==> config.mk <==
export PLATFORM = sky130hd
export DESIGN_NAME = qmtp_packet_deframer_unit_flat
export DESIGN_NICKNAME = d
export VERILOG_FILES = /design/src/hdl/qpd_pkg.sv /design/src/hdl/qpd_in_if.sv /design/src/hdl/qpd_out_if.sv /design/src/hdl/qpd_step.sv /design/src/hdl/qpd_resq.sv /design/src/hdl/qmtp_packet_deframer_unit.sv /design/src/flat_wrapper.sv
export SDC_FILE = /design/constraint.sdc
export NUM_CORES = 1
export LEC_CHECK = 0
export BUFFER_PORTS_ARGS = -buffer_cell sky130_fd_sc_hd__buf_2
export CORE_ASPECT_RATIO = 1.2
export CORE_MARGIN = 1.5
export CORE_UTILIZATION = 42
export CTS_BUF_LIST = sky130_fd_sc_hd__clkbuf_16
export CTS_CLUSTER_DIAMETER = 50
export DETAILED_ROUTE_END_ITERATION = 7
export GPL_ROUTABILITY_DRIVEN = 0
export PLACE_DENSITY_LB_ADDON = 0.2
export SLEW_MARGIN = 20
export SYNTH_ARGS = -nofsm -noshare
export SYNTH_HDL_FRONTEND = slang
export SYNTH_SLANG_ARGS = --single-unit
==> constraint.sdc <==
create_clock -name clk -period 18.8 [get_ports clk]
set_input_delay 3.76 -clock clk [delete_from_list [all_inputs] [get_ports clk]]
set_output_delay 3.76 -clock clk [all_outputs]
set_load 0.1 [all_outputs]
==> src/hdl/qpd_pkg.sv <==
// Shared types and constants for the QMTP packet deframer.
// Depends on nothing; every file but the two channel interfaces imports it.
`default_nettype none
package qpd_pkg;

	localparam int unsigned LEN_W = 31;
	localparam logic [LEN_W-1:0] LEN_CEILING = 31'd200000000;

	localparam logic [15:0] ADDR_LIMIT_RESET = 16'd1000;
	localparam logic [9:0]  RELAY_SUFFIX_RESET = 10'd0;

	localparam logic CFG_IDX_ADDR_LIMIT = 1'b0;
	localparam logic CFG_IDX_RELAY_SUFFIX = 1'b1;

	localparam logic [7:0] CH_COLON = 8'h3A;
	localparam logic [7:0] CH_COMMA = 8'h2C;
	localparam logic [7:0] CH_CR    = 8'h0D;
	localparam logic [7:0] CH_LF    = 8'h0A;
	localparam logic [7:0] CH_ZERO  = 8'h30;
	localparam logic [7:0] CH_NINE  = 8'h39;
	localparam logic [7:0] CH_NUL   = 8'h00;

	localparam logic [2:0] KIND_BODY      = 3'd0;
	localparam logic [2:0] KIND_SENDER    = 3'd1;
	localparam logic [2:0] KIND_RECIPIENT = 3'd2;
	localparam logic [2:0] KIND_BODY_END  = 3'd3;
	localparam logic [2:0] KIND_SND_END   = 3'd4;
	localparam logic [2:0] KIND_RCP_END   = 3'd5;
	localparam logic [2:0] KIND_PKT_END   = 3'd6;
	localparam logic [2:0] KIND_ERROR     = 3'd7;

	localparam logic [1:0] VERD_OK   = 2'd0;
	localparam logic [1:0] VERD_LONG = 2'd1;
	localparam logic [1:0] VERD_NUL  = 2'd2;

	localparam logic [1:0] ERR_NONE  = 2'd0;
	localparam logic [1:0] ERR_PROTO = 2'd1;
	localparam logic [1:0] ERR_LEN   = 2'd2;

	typedef struct packed {
		logic [7:0] data_byte;
		logic [2:0] item_kind;
		logic [1:0] verdict;
		logic [1:0] error_code;
		logic       run_last;
	} qpd_result_t;

	typedef struct packed {
		logic [1:0]  count;
		qpd_result_t r0;
		qpd_result_t r1;
	} qpd_push_t;

	typedef struct packed {
		logic [15:0] address_limit;
		logic [9:0]  relay_suffix_len;
	} qpd_cfg_t;

endpackage
`default_nettype wire

==> src/hdl/qpd_in_if.sv <==
// Input byte channel: valid, ready and one received byte.
// Depends on nothing.
`default_nettype none
interface qpd_in_if;
	logic       valid;
	logic       ready;
	logic [7:0] in_byte;

	modport source (output valid, output in_byte, input ready);
	modport sink (input valid, input in_byte, output ready);
endinterface
`default_nettype wire

==> src/hdl/qpd_out_if.sv <==
// Result channel: valid, ready and the fields of one deframer result.
// Depends on nothing.
`default_nettype none
interface qpd_out_if;
	logic       valid;
	logic       ready;
	logic [7:0] data_byte;
	logic [2:0] item_kind;
	logic [1:0] verdict;
	logic [1:0] error_code;
	logic       run_last;

	modport source (output valid, output data_byte, output item_kind, output verdict,
		output error_code, output run_last, input ready);
	modport sink (input valid, input data_byte, input item_kind, input verdict,
		input error_code, input run_last, output ready);
endinterface
`default_nettype wire

==> src/hdl/qpd_step.sv <==
// Parse state and per-byte next-state logic; yields up to two results per byte.
// Depends on qpd_pkg.
`default_nettype none
module qpd_step
	import qpd_pkg::*;
(
	input  wire logic       clk,
	input  wire logic       arst_n,
	input  wire logic       fire,
	input  wire logic [7:0] in_byte,
	input  wire qpd_cfg_t   cfg,
	output qpd_push_t       push
);

	typedef enum logic [3:0] {
		PH_MSG_LEN, PH_MSG_MODE, PH_BODY, PH_MSG_COMMA,
		PH_SND_LEN, PH_SND_DATA, PH_SND_COMMA,
		PH_LIST_LEN, PH_RCP_LEN, PH_RCP_DATA, PH_RCP_COMMA, PH_LIST_COMMA,
		PH_FAILED
	} phase_t;

	phase_t           phase_q, phase_d;
	logic [LEN_W-1:0] field_q, field_d;
	logic [LEN_W-1:0] list_q, list_d;
	logic             crlf_q, crlf_d;
	logic             cr_q, cr_d;
	logic             dropped_q, dropped_d;
	logic [1:0]       verdict_q, verdict_d;

	logic [LEN_W-1:0] field_dec, list_dec, list_after, field_digit;
	logic [LEN_W:0]   rcp_sum;
	logic             is_digit;
	logic [1:0]       digit_err, fail_code, n;
	qpd_result_t      r0, r1;

	function automatic qpd_result_t mk(input logic [7:0] d, input logic [2:0] k,
		input logic [1:0] v, input logic [1:0] c);
		qpd_result_t r;
		r.data_byte = d;
		r.item_kind = k;
		r.verdict = v;
		r.error_code = c;
		r.run_last = 1'b0;
		return r;
	endfunction

	assign field_dec = field_q - LEN_W'(1);
	assign list_dec = list_q - LEN_W'(1);
	assign list_after = list_dec - field_q - LEN_W'(1);
	assign rcp_sum = {1'b0, field_q} + (LEN_W+1)'(cfg.relay_suffix_len);
	assign is_digit = (in_byte >= CH_ZERO) && (in_byte <= CH_NINE);
	assign field_digit = {field_q[LEN_W-4:0], 3'b000} + {field_q[LEN_W-2:0], 1'b0}
		+ LEN_W'(in_byte[3:0]);

	always_comb begin
		if (field_q > LEN_CEILING) digit_err = ERR_LEN;
		else if (!is_digit) digit_err = ERR_PROTO;
		else digit_err = ERR_NONE;
	end

	always_comb begin
		phase_d = phase_q;
		field_d = field_q;
		list_d = list_q;
		crlf_d = crlf_q;
		cr_d = cr_q;
		dropped_d = dropped_q;
		verdict_d = verdict_q;
		fail_code = ERR_NONE;
		n = 2'd0;
		r0 = '0;
		r1 = '0;
		unique case (phase_q)
			PH_MSG_LEN, PH_SND_LEN, PH_LIST_LEN: begin
				if (in_byte == CH_COLON) begin
					if (phase_q == PH_MSG_LEN) begin
						if (field_q == '0) fail_code = ERR_PROTO;
						else phase_d = PH_MSG_MODE;
					end else if (phase_q == PH_SND_LEN) begin
						dropped_d = field_q >= LEN_W'(cfg.address_limit);
						verdict_d = (field_q >= LEN_W'(cfg.address_limit)) ? VERD_LONG : VERD_OK;
						phase_d = (field_q != '0) ? PH_SND_DATA : PH_SND_COMMA;
					end else begin
						list_d = field_q;
						field_d = '0;
						phase_d = (field_q != '0) ? PH_RCP_LEN : PH_LIST_COMMA;
					end
				end else if (digit_err != ERR_NONE) begin
					fail_code = digit_err;
				end else begin
					field_d = field_digit;
				end
			end
			PH_MSG_MODE: begin
				if (in_byte == CH_LF || in_byte == CH_CR) begin
					crlf_d = (in_byte == CH_CR);
					cr_d = 1'b0;
					field_d = field_dec;
					phase_d = (field_dec != '0) ? PH_BODY : PH_MSG_COMMA;
				end else begin
					fail_code = ERR_PROTO;
				end
			end
			PH_BODY: begin
				field_d = field_dec;
				if (!crlf_q) begin
					n = 2'd1;
					r0 = mk(in_byte, KIND_BODY, VERD_OK, ERR_NONE);
				end else if (cr_q) begin
					if (in_byte == CH_LF) begin
						n = 2'd1;
						r0 = mk(CH_LF, KIND_BODY, VERD_OK, ERR_NONE);
						cr_d = 1'b0;
					end else if (in_byte == CH_CR && field_dec != '0) begin
						n = 2'd1;
						r0 = mk(CH_CR, KIND_BODY, VERD_OK, ERR_NONE);
					end else begin
						n = 2'd2;
						r0 = mk(CH_CR, KIND_BODY, VERD_OK, ERR_NONE);
						r1 = mk(in_byte, KIND_BODY, VERD_OK, ERR_NONE);
						cr_d = 1'b0;
					end
				end else if (in_byte == CH_CR && field_dec != '0) begin
					cr_d = 1'b1;
				end else begin
					n = 2'd1;
					r0 = mk(in_byte, KIND_BODY, VERD_OK, ERR_NONE);
				end
				if (field_dec == '0) phase_d = PH_MSG_COMMA;
			end
			PH_SND_DATA, PH_RCP_DATA: begin
				if (!dropped_q) begin
					if (in_byte == CH_NUL) verdict_d = VERD_NUL;
					n = 2'd1;
					r0 = mk(in_byte, (phase_q == PH_SND_DATA) ? KIND_SENDER : KIND_RECIPIENT,
						VERD_OK, ERR_NONE);
				end
				field_d = field_dec;
				if (field_dec == '0)
					phase_d = (phase_q == PH_SND_DATA) ? PH_SND_COMMA : PH_RCP_COMMA;
			end
			PH_RCP_LEN: begin
				if (list_q == '0) begin
					fail_code = ERR_PROTO;
				end else begin
					list_d = list_dec;
					if (in_byte == CH_COLON) begin
						if (field_q >= list_dec) begin
							fail_code = ERR_PROTO;
						end else begin
							list_d = list_after;
							dropped_d = rcp_sum >= (LEN_W+1)'(cfg.address_limit);
							verdict_d = (rcp_sum >= (LEN_W+1)'(cfg.address_limit)) ?
								VERD_LONG : VERD_OK;
							phase_d = (field_q != '0) ? PH_RCP_DATA : PH_RCP_COMMA;
						end
					end else if (digit_err != ERR_NONE) begin
						fail_code = digit_err;
					end else begin
						field_d = field_digit;
					end
				end
			end
			PH_MSG_COMMA, PH_SND_COMMA, PH_RCP_COMMA, PH_LIST_COMMA: begin
				if (in_byte != CH_COMMA) begin
					fail_code = ERR_PROTO;
				end else begin
					field_d = '0;
					n = 2'd1;
					if (phase_q == PH_MSG_COMMA) begin
						r0 = mk(8'h00, KIND_BODY_END, VERD_OK, ERR_NONE);
						phase_d = PH_SND_LEN;
					end else if (phase_q == PH_SND_COMMA) begin
						r0 = mk(8'h00, KIND_SND_END, verdict_q, ERR_NONE);
						phase_d = PH_LIST_LEN;
					end else if (phase_q == PH_RCP_COMMA) begin
						r0 = mk(8'h00, KIND_RCP_END, verdict_q, ERR_NONE);
						phase_d = (list_q != '0) ? PH_RCP_LEN : PH_LIST_COMMA;
					end else begin
						r0 = mk(8'h00, KIND_PKT_END, VERD_OK, ERR_NONE);
						phase_d = PH_MSG_LEN;
						list_d = '0;
						crlf_d = 1'b0;
						cr_d = 1'b0;
					end
					dropped_d = 1'b0;
					verdict_d = VERD_OK;
				end
			end
			default: begin
			end
		endcase
		if (fail_code != ERR_NONE) begin
			phase_d = PH_FAILED;
			n = 2'd1;
			r0 = mk(8'h00, KIND_ERROR, VERD_OK, fail_code);
		end
		if (n == 2'd2) r1.run_last = 1'b1;
		else r0.run_last = 1'b1;
	end

	always_comb begin
		push.count = fire ? n : 2'd0;
		push.r0 = r0;
		push.r1 = r1;
	end

	always_ff @(posedge clk or negedge arst_n) begin
		if (!arst_n) begin
			phase_q <= PH_MSG_LEN;
			field_q <= '0;
			list_q <= '0;
			crlf_q <= 1'b0;
			cr_q <= 1'b0;
			dropped_q <= 1'b0;
			verdict_q <= VERD_OK;
		end else if (fire) begin
			phase_q <= phase_d;
			field_q <= field_d;
			list_q <= list_d;
			crlf_q <= crlf_d;
			cr_q <= cr_d;
			dropped_q <= dropped_d;
			verdict_q <= verdict_d;
		end
	end

endmodule
`default_nettype wire

==> src/hdl/qpd_resq.sv <==
// Result queue: takes up to two results per cycle, hands out one per cycle while out_ch is ready.
// Depends on qpd_pkg and qpd_out_if.
`default_nettype none
module qpd_resq
	import qpd_pkg::*;
#(
	parameter int unsigned DEPTH = 4
) (
	input  wire logic       clk,
	input  wire logic       arst_n,
	input  wire qpd_push_t  push,
	output logic            space_ok,
	qpd_out_if.source       out_ch
);

	localparam int unsigned PW = $clog2(DEPTH);
	localparam int unsigned CW = $clog2(DEPTH + 1);

	qpd_result_t mem_q [DEPTH];
	logic [PW-1:0] wr_q, rd_q, wr_nx, wr_nx2, rd_nx;
	logic [CW-1:0] count_q;
	logic          pop;
	qpd_result_t   head;

	function automatic logic [PW-1:0] wrap_inc(input logic [PW-1:0] p);
		return (p == PW'(DEPTH - 1)) ? '0 : p + PW'(1);
	endfunction

	assign wr_nx = wrap_inc(wr_q);
	assign wr_nx2 = wrap_inc(wr_nx);
	assign rd_nx = wrap_inc(rd_q);
	assign pop = out_ch.valid && out_ch.ready;
	assign space_ok = count_q <= CW'(DEPTH - 2);
	assign head = mem_q[rd_q];

	assign out_ch.valid = count_q != '0;
	assign out_ch.data_byte = head.data_byte;
	assign out_ch.item_kind = head.item_kind;
	assign out_ch.verdict = head.verdict;
	assign out_ch.error_code = head.error_code;
	assign out_ch.run_last = head.run_last;

	always_ff @(posedge clk) begin
		if (push.count != 2'd0) mem_q[wr_q] <= push.r0;
		if (push.count == 2'd2) mem_q[wr_nx] <= push.r1;
	end

	always_ff @(posedge clk or negedge arst_n) begin
		if (!arst_n) begin
			wr_q <= '0;
			rd_q <= '0;
			count_q <= '0;
		end else begin
			if (push.count == 2'd1) wr_q <= wr_nx;
			else if (push.count == 2'd2) wr_q <= wr_nx2;
			if (pop) rd_q <= rd_nx;
			count_q <= count_q + CW'(push.count) - CW'(pop);
		end
	end

endmodule
`default_nettype wire

==> src/hdl/qmtp_packet_deframer_unit.sv <==
// QMTP packet deframer top level: config registers, parser, result queue.
// Results are registered in the result queue as their bytes are accepted.
// Throughput: one byte per cycle while the queue has room; the queue drains one
// result per cycle when out_ch is ready, so bytes that yield two results (lone CR) stall input once the queue fills.
// Reset clears parse state and queue, and loads register defaults.
// Depends on qpd_pkg, qpd_in_if, qpd_out_if, qpd_step, qpd_resq.
`default_nettype none
module qmtp_packet_deframer_unit
	import qpd_pkg::*;
#(
	parameter int unsigned QUEUE_DEPTH = 4
) (
	input  wire logic        clk,
	input  wire logic        arst_n,
	qpd_in_if.sink           in_ch,
	qpd_out_if.source        out_ch,
	input  wire logic        cfg_we,
	input  wire logic [0:0]  cfg_index,
	input  wire logic [15:0] cfg_data
);

	qpd_cfg_t  cfg_q;
	qpd_push_t push;
	logic      space_ok;
	logic      fire;

	assign in_ch.ready = space_ok;
	assign fire = in_ch.valid && space_ok;

	always_ff @(posedge clk or negedge arst_n) begin
		if (!arst_n) begin
			cfg_q.address_limit <= ADDR_LIMIT_RESET;
			cfg_q.relay_suffix_len <= RELAY_SUFFIX_RESET;
		end else if (cfg_we) begin
			unique case (cfg_index[0])
				CFG_IDX_ADDR_LIMIT: cfg_q.address_limit <= cfg_data;
				CFG_IDX_RELAY_SUFFIX: cfg_q.relay_suffix_len <= cfg_data[9:0];
				default: begin
				end
			endcase
		end
	end

	qpd_step u_step (
		.clk(clk),
		.arst_n(arst_n),
		.fire(fire),
		.in_byte(in_ch.in_byte),
		.cfg(cfg_q),
		.push(push)
	);

	qpd_resq #(.DEPTH(QUEUE_DEPTH)) u_resq (
		.clk(clk),
		.arst_n(arst_n),
		.push(push),
		.space_ok(space_ok),
		.out_ch(out_ch)
	);

endmodule
`default_nettype wire

==> src/flat_wrapper.sv <==
// flat-port wrapper written by rule: the top's interface ports become plain ports
module qmtp_packet_deframer_unit_flat import qpd_pkg::*;
#(
	parameter int unsigned QUEUE_DEPTH = 4
)
  (clk, arst_n, cfg_we, cfg_index, cfg_data, in_ch_valid, in_ch_in_byte, in_ch_ready, out_ch_valid, out_ch_data_byte, out_ch_item_kind, out_ch_verdict, out_ch_error_code, out_ch_run_last, out_ch_ready);
  qpd_in_if in_ch_i ();
  qpd_out_if out_ch_i ();
  input  wire logic clk;
  input  wire logic arst_n;
  input  wire logic cfg_we;
  input  wire logic [0:0] cfg_index;
  input  wire logic [15:0] cfg_data;
  input wire logic [$bits(in_ch_i.valid)-1:0] in_ch_valid;
  input wire logic [$bits(in_ch_i.in_byte)-1:0] in_ch_in_byte;
  output wire logic [$bits(in_ch_i.ready)-1:0] in_ch_ready;
  output wire logic [$bits(out_ch_i.valid)-1:0] out_ch_valid;
  output wire logic [$bits(out_ch_i.data_byte)-1:0] out_ch_data_byte;
  output wire logic [$bits(out_ch_i.item_kind)-1:0] out_ch_item_kind;
  output wire logic [$bits(out_ch_i.verdict)-1:0] out_ch_verdict;
  output wire logic [$bits(out_ch_i.error_code)-1:0] out_ch_error_code;
  output wire logic [$bits(out_ch_i.run_last)-1:0] out_ch_run_last;
  input wire logic [$bits(out_ch_i.ready)-1:0] out_ch_ready;
  assign in_ch_i.valid = in_ch_valid;
  assign in_ch_i.in_byte = in_ch_in_byte;
  assign in_ch_ready = in_ch_i.ready;
  assign out_ch_valid = out_ch_i.valid;
  assign out_ch_data_byte = out_ch_i.data_byte;
  assign out_ch_item_kind = out_ch_i.item_kind;
  assign out_ch_verdict = out_ch_i.verdict;
  assign out_ch_error_code = out_ch_i.error_code;
  assign out_ch_run_last = out_ch_i.run_last;
  assign out_ch_i.ready = out_ch_ready;
  qmtp_packet_deframer_unit #(.QUEUE_DEPTH(QUEUE_DEPTH)) u_core (.clk(clk), .arst_n(arst_n), .in_ch(in_ch_i), .out_ch(out_ch_i), .cfg_we(cfg_we), .cfg_index(cfg_index), .cfg_data(cfg_data));
endmodule
**Yosys cells after proc, flatten, opt, wreduce, memory -nomap -nowiden**

Memories as Yosys holds them, arrays and structs flattened.
Cells that the tools add are included.
Widths: inputs -> output; s select.

- Equal/unequal tests: 48
- Reduce and logical (&&, ||, !) cells: 37
- Bitwise operators: 1
- Muxes and demuxes: 123
- Magnitude comparators: 7
- Add/sub/neg operators: 12

Operator list:

| operator | number |
|---|---|
| $mux 31 | 18 |
| $pmux 31 s5 | 1 |
| $mux 16 | 9 |
| $logic_not 31->1 | 3 |
| $pmux 31 s3 | 1 |
| $reduce_bool 31->1 | 3 |
| $sub 31x1->31 const B | 3 |
| $mux 4 | 16 |
| $mux 2 | 30 |
| $pmux 16 s3 | 1 |
| $mux 1 | 35 |
| $add 31x10->32 | 1 |
| $ge 32x16->1 | 1 |
| $ne 2x2->1 const B | 16 |
| $add 31x31->31 | 1 |
| $add 31x4->31 | 1 |
| $ge 31x16->1 | 1 |
| $ge 31x31->1 | 1 |
| $gt 31x28->1 const B | 1 |
| $sub 31x31->31 | 1 |
| $ne 3x3->1 const B | 10 |
| $pmux 4 s6 | 1 |
| $reduce_and 11->1 | 2 |
| $eq 4x3->1 const B | 4 |
| other kinds (40) | 67 |

- Output and inout port bits: 18
- Register bits: 104
- Memories: 1
- Bits in writable memories: 64

Memory list:

| memory | depth | bits a word | rd ports | clocked after Yosys merged registers in | write ports | RTL line | source |
|---|---|---|---|---|---|---|---|
| u_core.u_resq.mem_q | 4 | 16 | 1 | 0 | 2 | qpd_resq.sv:19 | `qpd_result_t mem_q [DEPTH];` |

**Longest topological paths before layout**

- Depth in word-level cells: 15
- Mapped depth: 27

**By module**

A second synthesis with hierarchy kept.

- Cells, all modules: 1861
- Area total of the unflattened synthesis: 16394.5 µm²

By module, submodules not included:

| module | cells each | area an instance (µm²) | instances |
|---|---|---|---|
| qpd_step | 1593 | 11688.7 | 1 |
| qpd_resq | 211 | 3659.8 | 1 |
| qmtp_packet_deframer_unit | 57 | 1046.0 | 1 |

**Least setup slack after synthesis**

No wires, ideal clock.

- Path kind: input to register
- Start: input in_ch_in_byte[0]
- End: memory u_core.u_resq.mem_q[1][11] (netlist name) (data pin)
- Buffers on the path: 3
- Setup slack: 11.598 ns
- Data required time: 18.543 ns
- Data arrival time: 6.945 ns
- Cell stages on the path: 16
- Path through: buf_2 -> or3b_1 -> a2111oi_2 -> o21a_1 -> o221ai_1 -> a221oi_2 -> nor2b_4 -> nand3_1 -> o21ai_1 -> ha_1 -> clkbuf_1 -> nand2_1 -> and2_1 -> buf_1 -> a32o_1 -> a32o_1

RTL lines:

| item | RTL line | source |
|---|---|---|
| from (decl) | flat_wrapper.sv:15 | `input wire logic [$bits(in_ch_i.in_byte)-1:0] in_ch_in_byte;` |
| to (decl) | qpd_resq.sv:19 |  |

==> results.toml <==
[critical_path]
crit_path_top_delay_cell = "nor4_1"
cpPeakStageDelay_ns = 0.69
path_class = "reg -> reg"
cp.arrival_ns = 7.98
worstPathBufferInverterCount = 1
worstPathCellList = "or3_1 > nor4_1 > nand3_1 > or3_1 > nor3_2 > or3b_1 > xor2_1 > inv_1 > ha_1 > and3_1 > a221oi_1 > o21ai_0 > a21oi_1 > nand3_1 > a221oi_2 > nor2b_4 > nand3_1 > o21ai_1 > ha_1 > nand2_1 > and2_1 > a32oi_1 > nor2b_1"
critPathTopFamily = "simple AND/OR/NAND/NOR gates"
cp-end-kind = "flip-flop"
path_common_cell = "nand3_1"
cp-start-kind = "flip-flop"
worst_ep_required_time_ns = 19.00
cp_max_fo = 16
reg2reg_slack_ns = 11.03

[synth]
synth_cells = 1920
syn_nets = 2129
ys_types = 107
synth-edff-count = 36
synthTopCellsByArea = "dfrtp_1 15%, ha_1 14%, edfxtp_1 6.7%"
syn_avg_cell_area_um2 = 8.390
yosysTopAreaCellShare_pct = 15.22
synth_top_area_cell = "dfrtp_1"
yosys_warnings = 0
ys.flop_type = "dfrtp_1"
syn_area_um2 = 16110
async_flop_share_pct = 61.90
yosysSeqAreaShare_pct = 26.39
ys_ff_latch = 168

[timing]
final.period_utilization_pct = 41.35
period_needed_ns = 7.774
rsz0062_at_grt = "no"
finalMaxSlewViolations = 0
tns_ns = 0
fin_skew_ns = 0.01535
setup_violations = 0
max_slew_margin_pct = 29.46
hold_viol = 0
max_slew.worst_pin.slew_ns = 1.047
max_freq_mhz = 128.6

[global_route]
overflow = 0
grt_pass1_vias = 14390
grt_first_pass_wirelength_mm = 79.87
grt_max_degree = 58
grtUsageTotal_pct = 25.77
antenna_found_initial = 0

[power]
ir_drop_mv = 0.09968
power_density_nw_per_um2 = 179.3
leakagePower_nw = 7.362

[die]
die_y_um = 217.5
start_util_pct = 42.65
die_w_um = 181.8
coreArea_um2 = 37770
die_area_um2 = 39540
io_pins = 48
rows = 78

[clocking]
postCtsHoldBufs = 0
post-cts-setup-buffers = 0
htreeDepth = 4
cts_buffer_depth = 2
cts_resized = 0
tritoncts = "yes"
insertion_delay_ns = 0.47
cts-root-buf = "clkbuf_16"
cts_made_buffers = 17
cts.sink_count = 168
clk_pin_slew_ns = 0.07

[detailed_routing]
viasPerCell = 6.186
vias = 14870
ant_nets = 0
routed_wirelength_mm = 50.80
first_pass_iters = 6
routedWlPerCell_um = 21.13
drc = 0
first_iter_violations = 1223

[flow_run]
cap_violations = 0

[place]
placed_area_um2 = 16680
port_buffers = 47
dp_hpwl_mm = 39.48

[finish]
antennaDiodeCount = 0
drive_above_1_share_pct = 9.719
multi_input_area_um2 = 11070
layout.nets = 2120
syn_to_final_growth_pct = 7.192
utilization_pct = 45.72
stdcell_area_um2 = 17270
ff_latch_area_um2 = 4253
nFillCells = 3726

[worst_hold_path]
hp-class = "reg -> reg"

[outcome]
status = "finished, final reports clean"
-- registers in the layout (all words and copies together) (netlist names), 2 cells and up --
signal,flops
u_core.u_resq.rd_q,2
u_core.u_step.verdict_q,2
u_core.u_step.list_q,31
u_core.u_resq.wr_q,2
u_core.cfg_q,26
u_core.u_resq.mem_q,64
u_core.u_step.field_q,31
u_core.u_resq.count_q,3
u_core.u_step.phase_q,4
-- cell usage after synthesis, drive strengths merged (35+ instances only) --
cell type / count
nor3: 52
o21ai: 156
clkbuf: 67
ha: 174
dfrtp: 98
xnor2: 77
nand3: 51
edfxtp: 36
nand4: 35
nand2: 164
inv: 107
a21o: 41
a21oi: 138
nor2: 146
nor2b: 35
-- metal layers --
metal | wire, um | part of all wire (%) | global-route usage [%] | up-vias
met2 | 25460 | 50 | 45.83 | 512
met1 | 20950 | 41 | 30.96 | 7181
met5 | 0 | 0 | 0 | -
li1 | - | - | - | 7075
met3 | 2347 | 4.6 | 2.672 | 102
met4 | 2037 | 4.0 | 12.69 | 0
-- worst register-to-register path: stages, from the launching register on --
cell	delay, ns
dfrtp_1	0.44
or3_1	0.45
nor4_1	0.69
nand3_1	0.23
or3_1	0.40
nor3_2	0.17
or3b_1	0.38
xor2_1	0.25
inv_1	0.08
ha_1	0.36
and3_1	0.24
a221oi_1	0.29
o21ai_0	0.18
a21oi_1	0.42
nand3_1	0.25
a221oi_2	0.48
nor2b_4	0.29
nand3_1	0.12
o21ai_1	0.20
ha_1	0.61
nand2_1	0.21
and2_1	0.26
a32oi_1	0.38
nor2b_1	0.10
-- power by group --
part | switching, W | total (W) | internal (W)
Clock | 0.000182 | 0.000359 | 0.000177
Combinational | 0.00132 | 0.00208 | 0.000765
Sequential | 0.000192 | 0.000654 | 0.000463
-- per-stage QoR --
step                      total power, W  instances  setup WS, ns  hold slack (ns)
after CTS                       0.003070       2404         11.04           0.4496
after detailed placement        0.002696       2372         10.67           0.4396
after global placement          0.002679       2372         10.83           0.4288
after floorplan                 0.002178       1920         11.60           0.4198
after global routing            0.003323       2404         10.50           0.4830
final                           0.003096       2404         11.03           0.4491
-- cell type report --
cell class	count	area share, %
clock inverter	15	0.9057
multi-input combinational	1553	64.10
inverter	108	2.348
clock buffer	17	2.464
timing repair buffer	63	2.072
sequential	168	24.63
tap	480	3.478
-- layout by cell type, fill, tap and decap left out, types with 21 or more instances in the layout --
cell type and instances:
dfrtp_1 97, inv_1 108, nand3_1 51, o22ai_1 25, o21ai_0 141, nand4_1 33, a31oi_1 22, nor2b_1 33
a21o_1 41, ha_1 174, buf_2 46, nor3_1 48, xor2_1 32, edfxtp_1 36, nor4_1 21, nor2_1 145
a21oi_1 137, xnor2_1 77, dfxtp_1 28, nand2_1 162
-- worst paths after layout --
path	startpoint	end	cells past startpoint
max	u_core.u_step.list_q[2]	u_core.u_resq.mem_q[3][15]	23
min	u_core.u_resq.mem_q[3][5]	u_core.u_resq.mem_q[3][5]	2
max reg2reg	u_core.u_step.list_q[2]	u_core.u_resq.mem_q[3][15]	23
min reg2reg	u_core.u_resq.mem_q[3][5]	u_core.u_resq.mem_q[3][5]	2
max in group asynchronous	arst_n	u_core.u_resq.rd_q[0]	2
min in group asynchronous	arst_n	u_core.cfg_q[3]	1
-- kinds of logic after synthesis --
logic type	after synthesis	synth area share (%)
and+or+nand+nor	638	20.55
AOI/OAI and AO/OA	582	23.87
buffers and inverters	199	4.955
adders and majority gates	179	14.14
DFF	168	26.39
xor gates and xnor gates	109	5.926
muxes	45	4.171
No activity file was read; power rests on OpenSTA's default activity.
